**config.mk**
```make
export PLATFORM = sky130hd
export DESIGN_NAME = byte_rate_throttle_core_flat
export DESIGN_NICKNAME = d
export VERILOG_FILES = /design/src/rtl/brt_pkg.sv /design/src/rtl/brt_in_if.sv /design/src/rtl/brt_out_if.sv /design/src/rtl/byte_rate_throttle_core.sv /design/src/flat_wrapper.sv
export SDC_FILE = /design/constraint.sdc
export NUM_CORES = 2
export LEC_CHECK = 0
export ABC_CLOCK_PERIOD_IN_PS = 9100
export BUFFER_PORTS_ARGS = -buffer_cell sky130_fd_sc_hd__buf_2
export CAP_MARGIN = 20
export CELL_PAD_IN_SITES_DETAIL_PLACEMENT = 1
export CELL_PAD_IN_SITES_GLOBAL_PLACEMENT = 1
export CORE_MARGIN = 2
export CORE_UTILIZATION = 52
export CTS_BUF_LIST = sky130_fd_sc_hd__clkbuf_2
export DETAILED_ROUTE_END_ITERATION = 10
export HOLD_SLACK_MARGIN = 0.03
export PLACE_DENSITY_LB_ADDON = 0.25
export SLEW_MARGIN = 15
export SYNTH_ARGS = -nofsm -noshare
export SYNTH_HDL_FRONTEND = slang
export SYNTH_SLANG_ARGS = --single-unit
```
**constraint.sdc**
```tcl
create_clock -name clk_i -period 9.1 [get_ports clk_i]
set_input_delay 1.82 -clock clk_i [delete_from_list [all_inputs] [get_ports clk_i]]
set_output_delay 1.82 -clock clk_i [all_outputs]
set_load 0.03 [all_outputs]
```
**src/rtl/brt_pkg.sv**
```systemverilog
`default_nettype none

package brt_pkg;

  localparam int unsigned TimeW  = 40;
  localparam int unsigned BytesW = 32;
  localparam int unsigned LimitW = 32;
  localparam int unsigned WaitW  = 32;
  localparam int unsigned WinW   = 40;

  // window_bytes * 1000 stays below 2^50
  localparam int unsigned ProdW  = 50;
  localparam int unsigned ElapW  = 10;

  localparam int unsigned MsPerSec = 1000;
  localparam int unsigned DivSteps = ProdW;
  localparam int unsigned CntW     = $clog2(DivSteps);

  typedef enum logic [6:0] {
    S_IDLE = 7'b0000001,
    S_PREP = 7'b0000010,
    S_ACC  = 7'b0000100,
    S_MUL  = 7'b0001000,
    S_CMP  = 7'b0010000,
    S_DIV  = 7'b0100000,
    S_FIN  = 7'b1000000
  } brt_state_e;

endpackage

`default_nettype wire

```
**src/rtl/brt_in_if.sv**
```systemverilog
`default_nettype none

interface brt_in_if import brt_pkg::*; ();
  logic              valid;
  logic              ready;
  logic [TimeW-1:0]  now_ms;
  logic [BytesW-1:0] byte_count;

  modport source (output valid, output now_ms, output byte_count, input ready);
  modport sink   (input valid, input now_ms, input byte_count, output ready);
endinterface

`default_nettype wire

```
**src/rtl/brt_out_if.sv**
```systemverilog
`default_nettype none

interface brt_out_if import brt_pkg::*; ();
  logic             valid;
  logic             ready;
  logic             allowed;
  logic [WaitW-1:0] wait_ms;

  modport source (output valid, output allowed, output wait_ms, input ready);
  modport sink   (input valid, input allowed, input wait_ms, output ready);
endinterface

`default_nettype wire

```
**src/rtl/byte_rate_throttle_core.sv**
```systemverilog
`default_nettype none

// an item with a nonzero limit passes S_PREP, S_ACC, S_MUL, S_CMP, the bit-serial restoring
//   divider in S_DIV and S_FIN; with a zero limit (throttling off) it goes from S_IDLE to S_FIN
// no new item is taken until S_FIN has written the previous result to the output register;
//   the divider makes one quotient bit per cycle over the 50-bit byte*1000 product
// a new item is taken while the previous result still waits in the output register
// reset (async, active low) clears the window start, the byte count and the limit
module byte_rate_throttle_core import brt_pkg::*; (
  input  wire logic              clk_i,
  input  wire logic              rst_ni,
  input  wire logic              cfg_we_i,
  input  wire logic [LimitW-1:0] cfg_wdata_i,
  brt_in_if.sink                 in_i,
  brt_out_if.source              out_o
);

  // configuration
  logic [LimitW-1:0] rate_limit_q;

  // window state
  logic [TimeW-1:0]  win_start_q, win_start_d;
  logic [WinW-1:0]   win_bytes_q, win_bytes_d;

  // item registers
  logic [TimeW-1:0]  now_q, now_d;
  logic [BytesW-1:0] bytes_q, bytes_d;
  logic [ElapW-1:0]  elap_q, elap_d;

  // product, compare and divider
  logic [ProdW-1:0]         pq_q, pq_d;       // dividend in, quotient out
  logic [LimitW-1:0]        rem_q, rem_d;
  logic [CntW-1:0]          cnt_q, cnt_d;
  logic [LimitW+ElapW:0]    prod_q, prod_d;   // (limit+1)*elapsed, 43 bits
  logic                     rate_gt_q, rate_gt_d;
  logic                     deny0_q, deny0_d;

  // output register
  logic              out_valid_q, out_valid_d;
  logic              allowed_q, allowed_d;
  logic [WaitW-1:0]  wait_q, wait_d;

  brt_state_e state_q, state_d;

  // combinational helpers
  logic [TimeW-1:0]  diff;
  logic              backwards;
  logic              restart;
  logic [WinW:0]     sum;
  logic [LimitW:0]   lim_p1;
  logic [LimitW:0]   trial;
  logic [LimitW:0]   trial_sub;
  logic              trial_ge;
  logic [ProdW-1:0]  w_val;
  logic              deny;
  logic              out_free;

  assign in_i.ready    = (state_q == S_IDLE);
  assign out_o.valid   = out_valid_q;
  assign out_o.allowed = allowed_q;
  assign out_o.wait_ms = wait_q;

  assign out_free  = !out_valid_q || out_o.ready;

  // time going backwards counts as no elapsed time, and never restarts the window here
  assign backwards = now_q < win_start_q;
  assign diff      = now_q - win_start_q;
  assign restart   = !backwards && (diff > TimeW'(MsPerSec));

  // byte count saturates at the window counter width
  assign sum       = {1'b0, win_bytes_q} + {{(WinW + 1 - BytesW){1'b0}}, bytes_q};
  assign lim_p1    = {1'b0, rate_limit_q} + {{LimitW{1'b0}}, 1'b1};

  // restoring division step: shift one dividend bit into the remainder
  assign trial     = {rem_q, pq_q[ProdW-1]};
  assign trial_ge  = trial >= {1'b0, rate_limit_q};
  assign trial_sub = trial - {1'b0, rate_limit_q};

  // decision from quotient (maxtime) and elapsed time
  always_comb begin
    w_val = '0;
    deny  = 1'b0;
    if (rate_limit_q == '0) begin
      deny = 1'b0;
    end else if (elap_q != '0) begin
      // floor(P/e) > limit is P >= (limit+1)*e
      if (rate_gt_q && (pq_q > {{(ProdW-ElapW){1'b0}}, elap_q})) begin
        w_val = pq_q - {{(ProdW-ElapW){1'b0}}, elap_q};
      end
      deny = (w_val != '0);
    end else begin
      w_val = pq_q;
      deny  = deny0_q;
    end
  end

  always_comb begin
    state_d     = state_q;
    win_start_d = win_start_q;
    win_bytes_d = win_bytes_q;
    now_d       = now_q;
    bytes_d     = bytes_q;
    elap_d      = elap_q;
    pq_d        = pq_q;
    rem_d       = rem_q;
    cnt_d       = cnt_q;
    prod_d      = prod_q;
    rate_gt_d   = rate_gt_q;
    deny0_d     = deny0_q;
    out_valid_d = out_valid_q;
    allowed_d   = allowed_q;
    wait_d      = wait_q;

    if (out_valid_q && out_o.ready) begin
      out_valid_d = 1'b0;
    end

    unique case (state_q)
      S_IDLE: begin
        if (in_i.valid) begin
          now_d   = in_i.now_ms;
          bytes_d = in_i.byte_count;
          // zero limit: allow and leave the window alone
          state_d = (rate_limit_q == '0) ? S_FIN : S_PREP;
        end
      end
      S_PREP: begin
        if (restart) begin
          win_start_d = now_q;
          win_bytes_d = '0;
          elap_d      = '0;
        end else if (backwards) begin
          elap_d = '0;
        end else begin
          elap_d = diff[ElapW-1:0];
        end
        state_d = S_ACC;
      end
      S_ACC: begin
        win_bytes_d = sum[WinW] ? {WinW{1'b1}} : sum[WinW-1:0];
        state_d     = S_MUL;
      end
      S_MUL: begin
        pq_d    = {{(ProdW-WinW){1'b0}}, win_bytes_q} * ProdW'(MsPerSec);
        prod_d  = {{ElapW{1'b0}}, lim_p1} * {{(LimitW+1){1'b0}}, elap_q};
        deny0_d = (elap_q == '0) && (win_bytes_q >= {{(WinW-LimitW){1'b0}}, rate_limit_q});
        // burst with no elapsed time: deny and restart the window
        if ((elap_q == '0) && (win_bytes_q >= {{(WinW-LimitW){1'b0}}, rate_limit_q})) begin
          win_bytes_d = '0;
          win_start_d = now_q;
        end
        rem_d   = '0;
        cnt_d   = '0;
        state_d = S_CMP;
      end
      S_CMP: begin
        rate_gt_d = pq_q >= {{(ProdW-LimitW-ElapW-1){1'b0}}, prod_q};
        state_d   = S_DIV;
      end
      S_DIV: begin
        rem_d = trial_ge ? trial_sub[LimitW-1:0] : trial[LimitW-1:0];
        pq_d  = {pq_q[ProdW-2:0], trial_ge};
        cnt_d = cnt_q + CntW'(1);
        if (cnt_q == CntW'(DivSteps - 1)) begin
          state_d = S_FIN;
        end
      end
      S_FIN: begin
        if (out_free) begin
          out_valid_d = 1'b1;
          allowed_d   = !deny;
          if (!deny) begin
            wait_d = '0;
          end else if (w_val[ProdW-1:WaitW] != '0) begin
            wait_d = {WaitW{1'b1}};
          end else begin
            wait_d = w_val[WaitW-1:0];
          end
          state_d = S_IDLE;
        end
      end
      default: begin
        state_d = S_IDLE;
      end
    endcase
  end

  // control and window state
  always_ff @(posedge clk_i or negedge rst_ni) begin
    if (!rst_ni) begin
      state_q      <= S_IDLE;
      rate_limit_q <= '0;
      win_start_q  <= '0;
      win_bytes_q  <= '0;
      out_valid_q  <= 1'b0;
      cnt_q        <= '0;
    end else begin
      state_q     <= state_d;
      win_start_q <= win_start_d;
      win_bytes_q <= win_bytes_d;
      out_valid_q <= out_valid_d;
      cnt_q       <= cnt_d;
      if (cfg_we_i) begin
        rate_limit_q <= cfg_wdata_i;
      end
    end
  end

  // datapath registers
  always_ff @(posedge clk_i) begin
    now_q     <= now_d;
    bytes_q   <= bytes_d;
    elap_q    <= elap_d;
    pq_q      <= pq_d;
    rem_q     <= rem_d;
    prod_q    <= prod_d;
    rate_gt_q <= rate_gt_d;
    deny0_q   <= deny0_d;
    allowed_q <= allowed_d;
    wait_q    <= wait_d;
  end

endmodule

`default_nettype wire

```
**src/flat_wrapper.sv**
```systemverilog
// flat-port wrapper written by rule: the top's interface ports become plain ports
module byte_rate_throttle_core_flat import brt_pkg::*;
  (clk_i, rst_ni, cfg_we_i, cfg_wdata_i, in_i_valid, in_i_now_ms, in_i_byte_count, in_i_ready, out_o_valid, out_o_allowed, out_o_wait_ms, out_o_ready);
  brt_in_if in_i_i ();
  brt_out_if out_o_i ();
  input  wire logic clk_i;
  input  wire logic rst_ni;
  input  wire logic cfg_we_i;
  input  wire logic [LimitW-1:0] cfg_wdata_i;
  input wire logic [$bits(in_i_i.valid)-1:0] in_i_valid;
  input wire logic [$bits(in_i_i.now_ms)-1:0] in_i_now_ms;
  input wire logic [$bits(in_i_i.byte_count)-1:0] in_i_byte_count;
  output wire logic [$bits(in_i_i.ready)-1:0] in_i_ready;
  output wire logic [$bits(out_o_i.valid)-1:0] out_o_valid;
  output wire logic [$bits(out_o_i.allowed)-1:0] out_o_allowed;
  output wire logic [$bits(out_o_i.wait_ms)-1:0] out_o_wait_ms;
  input wire logic [$bits(out_o_i.ready)-1:0] out_o_ready;
  assign in_i_i.valid = in_i_valid;
  assign in_i_i.now_ms = in_i_now_ms;
  assign in_i_i.byte_count = in_i_byte_count;
  assign in_i_ready = in_i_i.ready;
  assign out_o_valid = out_o_i.valid;
  assign out_o_allowed = out_o_i.allowed;
  assign out_o_wait_ms = out_o_i.wait_ms;
  assign out_o_i.ready = out_o_ready;
  byte_rate_throttle_core u_core (.clk_i(clk_i), .rst_ni(rst_ni), .cfg_we_i(cfg_we_i), .cfg_wdata_i(cfg_wdata_i), .in_i(in_i_i), .out_o(out_o_i));
endmodule
```
### Word level (Yosys, flattened, before mapping)

Index checks and enable logic that the tools add are counted.

| operators by class | value |
|---|---|
| $add $sub $neg | 6 |
| multiply operators | 2 |
| divide/modulo/power cells | 0 |
| $lt $le $gt $ge | 6 |
| equal/unequal tests | 13 |
| shift operators | 0 |
| mux-type cells | 27 |
| bitwise logic cells | 0 |
| reductions and logical operators | 22 |

Operators with widths:

| kind | count |
|---|---|
| 2-to-1 mux 50 bit | 5 |
| 2-to-1 mux 40 bit | 5 |
| case mux 40 bit (3 select lines) | 1 |
| case mux 50 bit (2 select lines) | 1 |
| case mux 40 bit (2 select lines) | 1 |
| 2-to-1 mux 32 bit | 2 |
| case mux 32 bit (2 select lines) | 1 |
| >= comparator 50 x 43 -> 1 bit | 1 |
| greater-than comparator 50 x 10 -> 1 bit | 1 |
| nonzero test 50 bit | 1 |
| subtractor 50 x 10 -> 50 bit | 1 |
| case mux 7 bit (7 select lines) | 1 |
| multiplier 40 x 7 -> 47 bit, second input constant | 1 |
| multiplier 33 x 10 -> 43 bit | 1 |
| adder 40 x 32 -> 41 bit | 1 |
| >= comparator 40 x 32 -> 1 bit | 1 |
| greater-than comparator 40 x 10 -> 1 bit, second input constant | 1 |
| less-than comparator 40 bit | 1 |
| subtractor 40 bit | 1 |
| adder 32 x 1 -> 33 bit, second input constant | 1 |
| >= comparator 33 x 32 -> 1 bit | 1 |
| logical NOT 32 bit | 1 |
| subtractor 32 bit | 1 |
| 2-to-1 mux 7 bit | 4 |
| other kinds (24) | 40 |

| storage, ports and cells | value |
|---|---|
| register bits after elaboration | 368 |
| latch bits | 0 |
| memory bits (writable) | 0 |
| ROM bits | 0 |
| input bits | 109 |
| output and inout port bits | 35 |
| memories kept | 0 |

### Longest topological paths before layout

| logic depth | value |
|---|---|
| depth in word-level cells | 9 |
| mapped depth | 31 |

### Worst setup path before layout

Ideal clock, no wire load.

| timing path | value |
|---|---|
| kind | flip-flop to flip-flop |
| from | register u_core.rate_limit_q[1] |
| to | register u_core.prod_q[41], data pin |
| library setup time | 0.265 ns |
| arrival | 7.192 ns |
| data required time | 8.835 ns |
| setup slack | 1.642 ns |
| cell stages (with the launch flop) | 28 |
| path through | dfrtp_1 -> ha_1 -> nand3_1 -> nor4_1 -> and3_1 -> nand2_1 -> nor4_1 -> xnor2_1 -> nor2_1 -> fa_1 -> fa_1 -> fa_1 -> fa_1 -> inv_1 -> fa_1 -> inv_1 -> ha_1 -> a21o_1 -> a21o_1 -> a21o_1 -> nand2_1 -> o21ai_0 -> nor2_1 -> a21oi_1 -> a311o_1 -> a21oi_1 -> o21ai_0 -> xor2_1 |

| on the way | value |
|---|---|
| cells in the longest elaborated chain, start to end | 2 |

Ends and longest elaborated chain:

| element | RTL line | text |
|---|---|---|
| from (decl) | byte_rate_throttle_core.sv:19 | `logic [LimitW-1:0] rate_limit_q;` |
| from (signal assigned) | byte_rate_throttle_core.sv:204 | `rate_limit_q <= cfg_wdata_i;` |
| adder 32 x 1 -> 33 bit | byte_rate_throttle_core.sv:72 | `assign lim_p1 = {1'b0, rate_limit_q} + {{LimitW{1'b0}}, 1'b1};` |
| multiplier 33 x 10 -> 43 bit | byte_rate_throttle_core.sv:145 | `prod_d = {{ElapW{1'b0}}, lim_p1} * {{(LimitW+1){1'b0}}, elap_q};` |
| to (signal assigned) | byte_rate_throttle_core.sv:216 | `prod_q <= prod_d;` |
| to (decl) | byte_rate_throttle_core.sv:34 | `logic [LimitW+ElapW:0] prod_q, prod_d;` |

Every way passes these cells.
A chain may end at the register's enable or synchronous reset.

### Final worst setup path

| timing path | value |
|---|---|
| from | register u_core.rate_limit_q[1] |
| to | register u_core.prod_q[40], data pin |

The elaborated chain is that of the path after synthesis.

==> results.py <==
metrics = {
    "setup_path": {
        "critical_path.max_stage_delay_ps": 570,
        "start_kind": "flop",
        "cp.arrival_ps": 9280,
        "r2r-start": "u_core.rate_limit_q[1]",
        "cp_max_fo": 6,
        "worst_path_max_delay_cell": "fa_1",
        "critical-path-top-delay-family": "adder cells",
        "crit_type": "flop to flop",
        "reg2regPathDepth": 28,
        "cp_num_buf_inv": 4,
        "required_ps": 10010,
        "reg2reg_to": "u_core.prod_q[40]",
        "crit_path_end_kind": "flop",
        "crit_path_start": "u_core.rate_limit_q[1]",
        "reg2reg_slack_ps": 730,
    },
    "die": {
        "dieHeight_um": 279,
        "die_area_um2": 77700,
        "coreArea_um2": 74600,
        "start_util_pct": 52.7,
        "die_w_um": 279,
        "pin_count": 144,
        "rows": 100,
    },
    "place": {
        "port_buffers": 143,
        "gp_congestion": 0.937,
        "dp_hpwl_um": 97100,
    },
    "logic_synthesis": {
        "synth_xor_area_share_pct": 4.73,
        "yosysWarnings": 0,
        "synth_cells": 4077,
        "synth_area_per_cell_um2": 9.63,
        "synth_seq_cells": 368,
        "synth.area.top_cells": "fa_1 (20%), edfxtp_1 (19%), ha_1 (12%)",
        "synth_compound_area_share_pct": 14.4,
        "synth_edf_count": 242,
        "synth_common_cells": "inv_1 (456), fa_1 (400), ha_1 (378)",
        "syn-cell-area_um2": 39300,
        "synthAdderAreaFrac_pct": 32.4,
        "yosysSeqAreaShare_pct": 26.5,
        "synth_ff_type": "edfxtp_1",
        "synth_simple_gate_area_share_pct": 14.0,
        "synth_mux_area_share_pct": 2.33,
        "ys_types": 86,
        "synth_top_family_by_area": "adder cells",
        "syn_nets": 4964,
        "async_flop_share_pct": 34.2,
        "synth_top_area_cell": "fa_1",
        "synth_top_area_share_pct": 20.4,
        "synth.most_common_cell": "inv_1",
    },
    "sta": {
        "setup_viol": 0,
        "rsz0062_at_grt": "false",
        "fin_tns_setup_ps": 0,
        "fin_skew_ps": 190,
        "max_slew_margin_pct": 26.3,
        "fin_crit_sh_pct": 92.0,
        "clock.fmax_mhz": 119,
        "fin_crit_ps": 8370,
        "worstMarginPinSlew_ps": 1110,
        "drv_slew": 0,
        "hold_violations": 0,
    },
    "layout": {
        "area_delta_synth_final_pct": 7.67,
        "final_nets": 5158,
        "drive_gt1_share_pct": 10.4,
        "finish.utilization_pct": 56.7,
    },
    "route": {
        "drt_pass1_iterations": 5,
        "post-route-drc-count": 0,
        "via_per_inst": 5.99,
        "first_iter_violations": 2152,
        "wl_per_cell_um": 22.9,
        "num_vias": 32000,
        "totalWireLength_um": 122000,
        "antenna_left": 0,
    },
    "clock_tree": {
        "clockBufferDepth": 3,
        "h-tree-depth": 3,
        "cts_tree": "yes",
        "cts.sinks": 368,
        "post_cts_buffers": 0,
        "cts.reportedPaths.clkPinSlew_ps": 140,
        "numCtsBuffers": 102,
        "hold_buffers": 0,
        "cts_root_buf": "clkbuf_2",
        "ctsResizeCount": 0,
        "insertion_delay_ps": 1220,
    },
    "hold_path": {
        "hold-path-endpoint": "u_core.win_start_q[37]",
        "hold_class": "flop to flop",
        "worstHoldStart": "u_core.now_q[37]",
        "hold_path_depth": 1,
    },
    "run_status": {
        "status": "finished clean",
    },
    "global_routing": {
        "grt_pass1_wl_um": 195000,
        "grt.overflow.total": 0,
        "groute.usage.overall_pct": 32.1,
        "grt_pass1_vias": 35200,
        "antenna_found_initial": 2,
        "grt_max_degree": 83,
    },
    "run": {
        "maxCapViolCount": 0,
    },
}
## area by class of cell
| class | count | area [um^2] |
|---|---|---|
| Tap cell | 969 | 1210 |
| Multi-Input combinational cell | 3137 | 26700 |
| Fill cell | 8631 | 32300 |
| Sequential cell | 368 | 10400 |
| Antenna cell | 4 | 10.0 |
| Clock inverter | 37 | 250 |
| Inverter | 463 | 1740 |
| Timing Repair Buffer | 199 | 1160 |
| Clock buffer | 157 | 786 |
## state kept, by name, indices dropped and copies added, names as in the netlist, 6 cells and up
name,flops
u_core.state_q,7
u_core.bytes_q,32
u_core.rem_q,32
u_core.elap_q,10
u_core.now_q,40
u_core.pq_q,50
u_core.win_bytes_q,40
u_core.cnt_q,6
u_core.out_o.wait_ms,32
u_core.win_start_q,40
u_core.prod_q,43
u_core.rate_limit_q,32
## layout by cell type, fill, tap and decap left out, types with 29 or more instances in the layout
master / instances
nand3_1: 59
nor2b_1: 35
edfxtp_1: 242
mux2i_1: 30
dfrtp_1: 125
a21o_1: 106
nor2_1: 325
a31oi_1: 31
a21oi_1: 262
xnor2_1: 154
o21a_1: 36
clkbuf_2: 157
nand4_1: 45
buf_2: 142
xor2_1: 58
clkinv_1: 29
nor3_1: 68
and3_1: 30
nand2_1: 366
nand2b_1: 36
ha_1: 378
fa_1: 400
mux2_4: 38
and2_1: 91
inv_1: 454
a211oi_1: 37
nor4_1: 35
buf_4: 54
o21ai_0: 251
## kinds of logic after synthesis
logic type	after synthesis
mux	72
fa+ha+maj	778
xor+xnor	212
simple gates	1168
flops	368
buf+inv	572
compound gates	907
## layer usage
layer  GRT usage [%]  vias up  routed length [um]
met4            14.7        0                5760
met3            4.31      269                6550
li1                -    14500                   -
met2            55.0      960               59900
met5               0        -                   0
met1            40.4    16200               50200
## how the worst max path moves through the flow
| stage | end | slack [ps] | cells after the start |
|---|---|---|---|
| after floorplan | u_core.prod_q[41] | 1640 | 27 |
| after global placement | u_core.prod_q[41] | 1330 | 28 |
| after detailed placement | u_core.prod_q[40] | 900 | 28 |
| after CTS | u_core.prod_q[40] | 760 | 28 |
| after global routing | u_core.prod_q[40] | 300 | 29 |
| final | u_core.prod_q[40] | 730 | 28 |
## per-stage QoR
step                      instances  setup WS [ps]  hold slack [ps]  cell area [um^2]
after global routing           5331            296              528             42300
final                          5334            725              502             42300
after global placement         5133           1330              491             41200
after floorplan                4077           1640              481             39300
after CTS                      5328            763              507             42200
after detailed placement       5134            895              493             41200
Power is left out: the tool's default activity adds up to more than one toggle a clock period on the data nets, which glitch-free logic cannot reach.
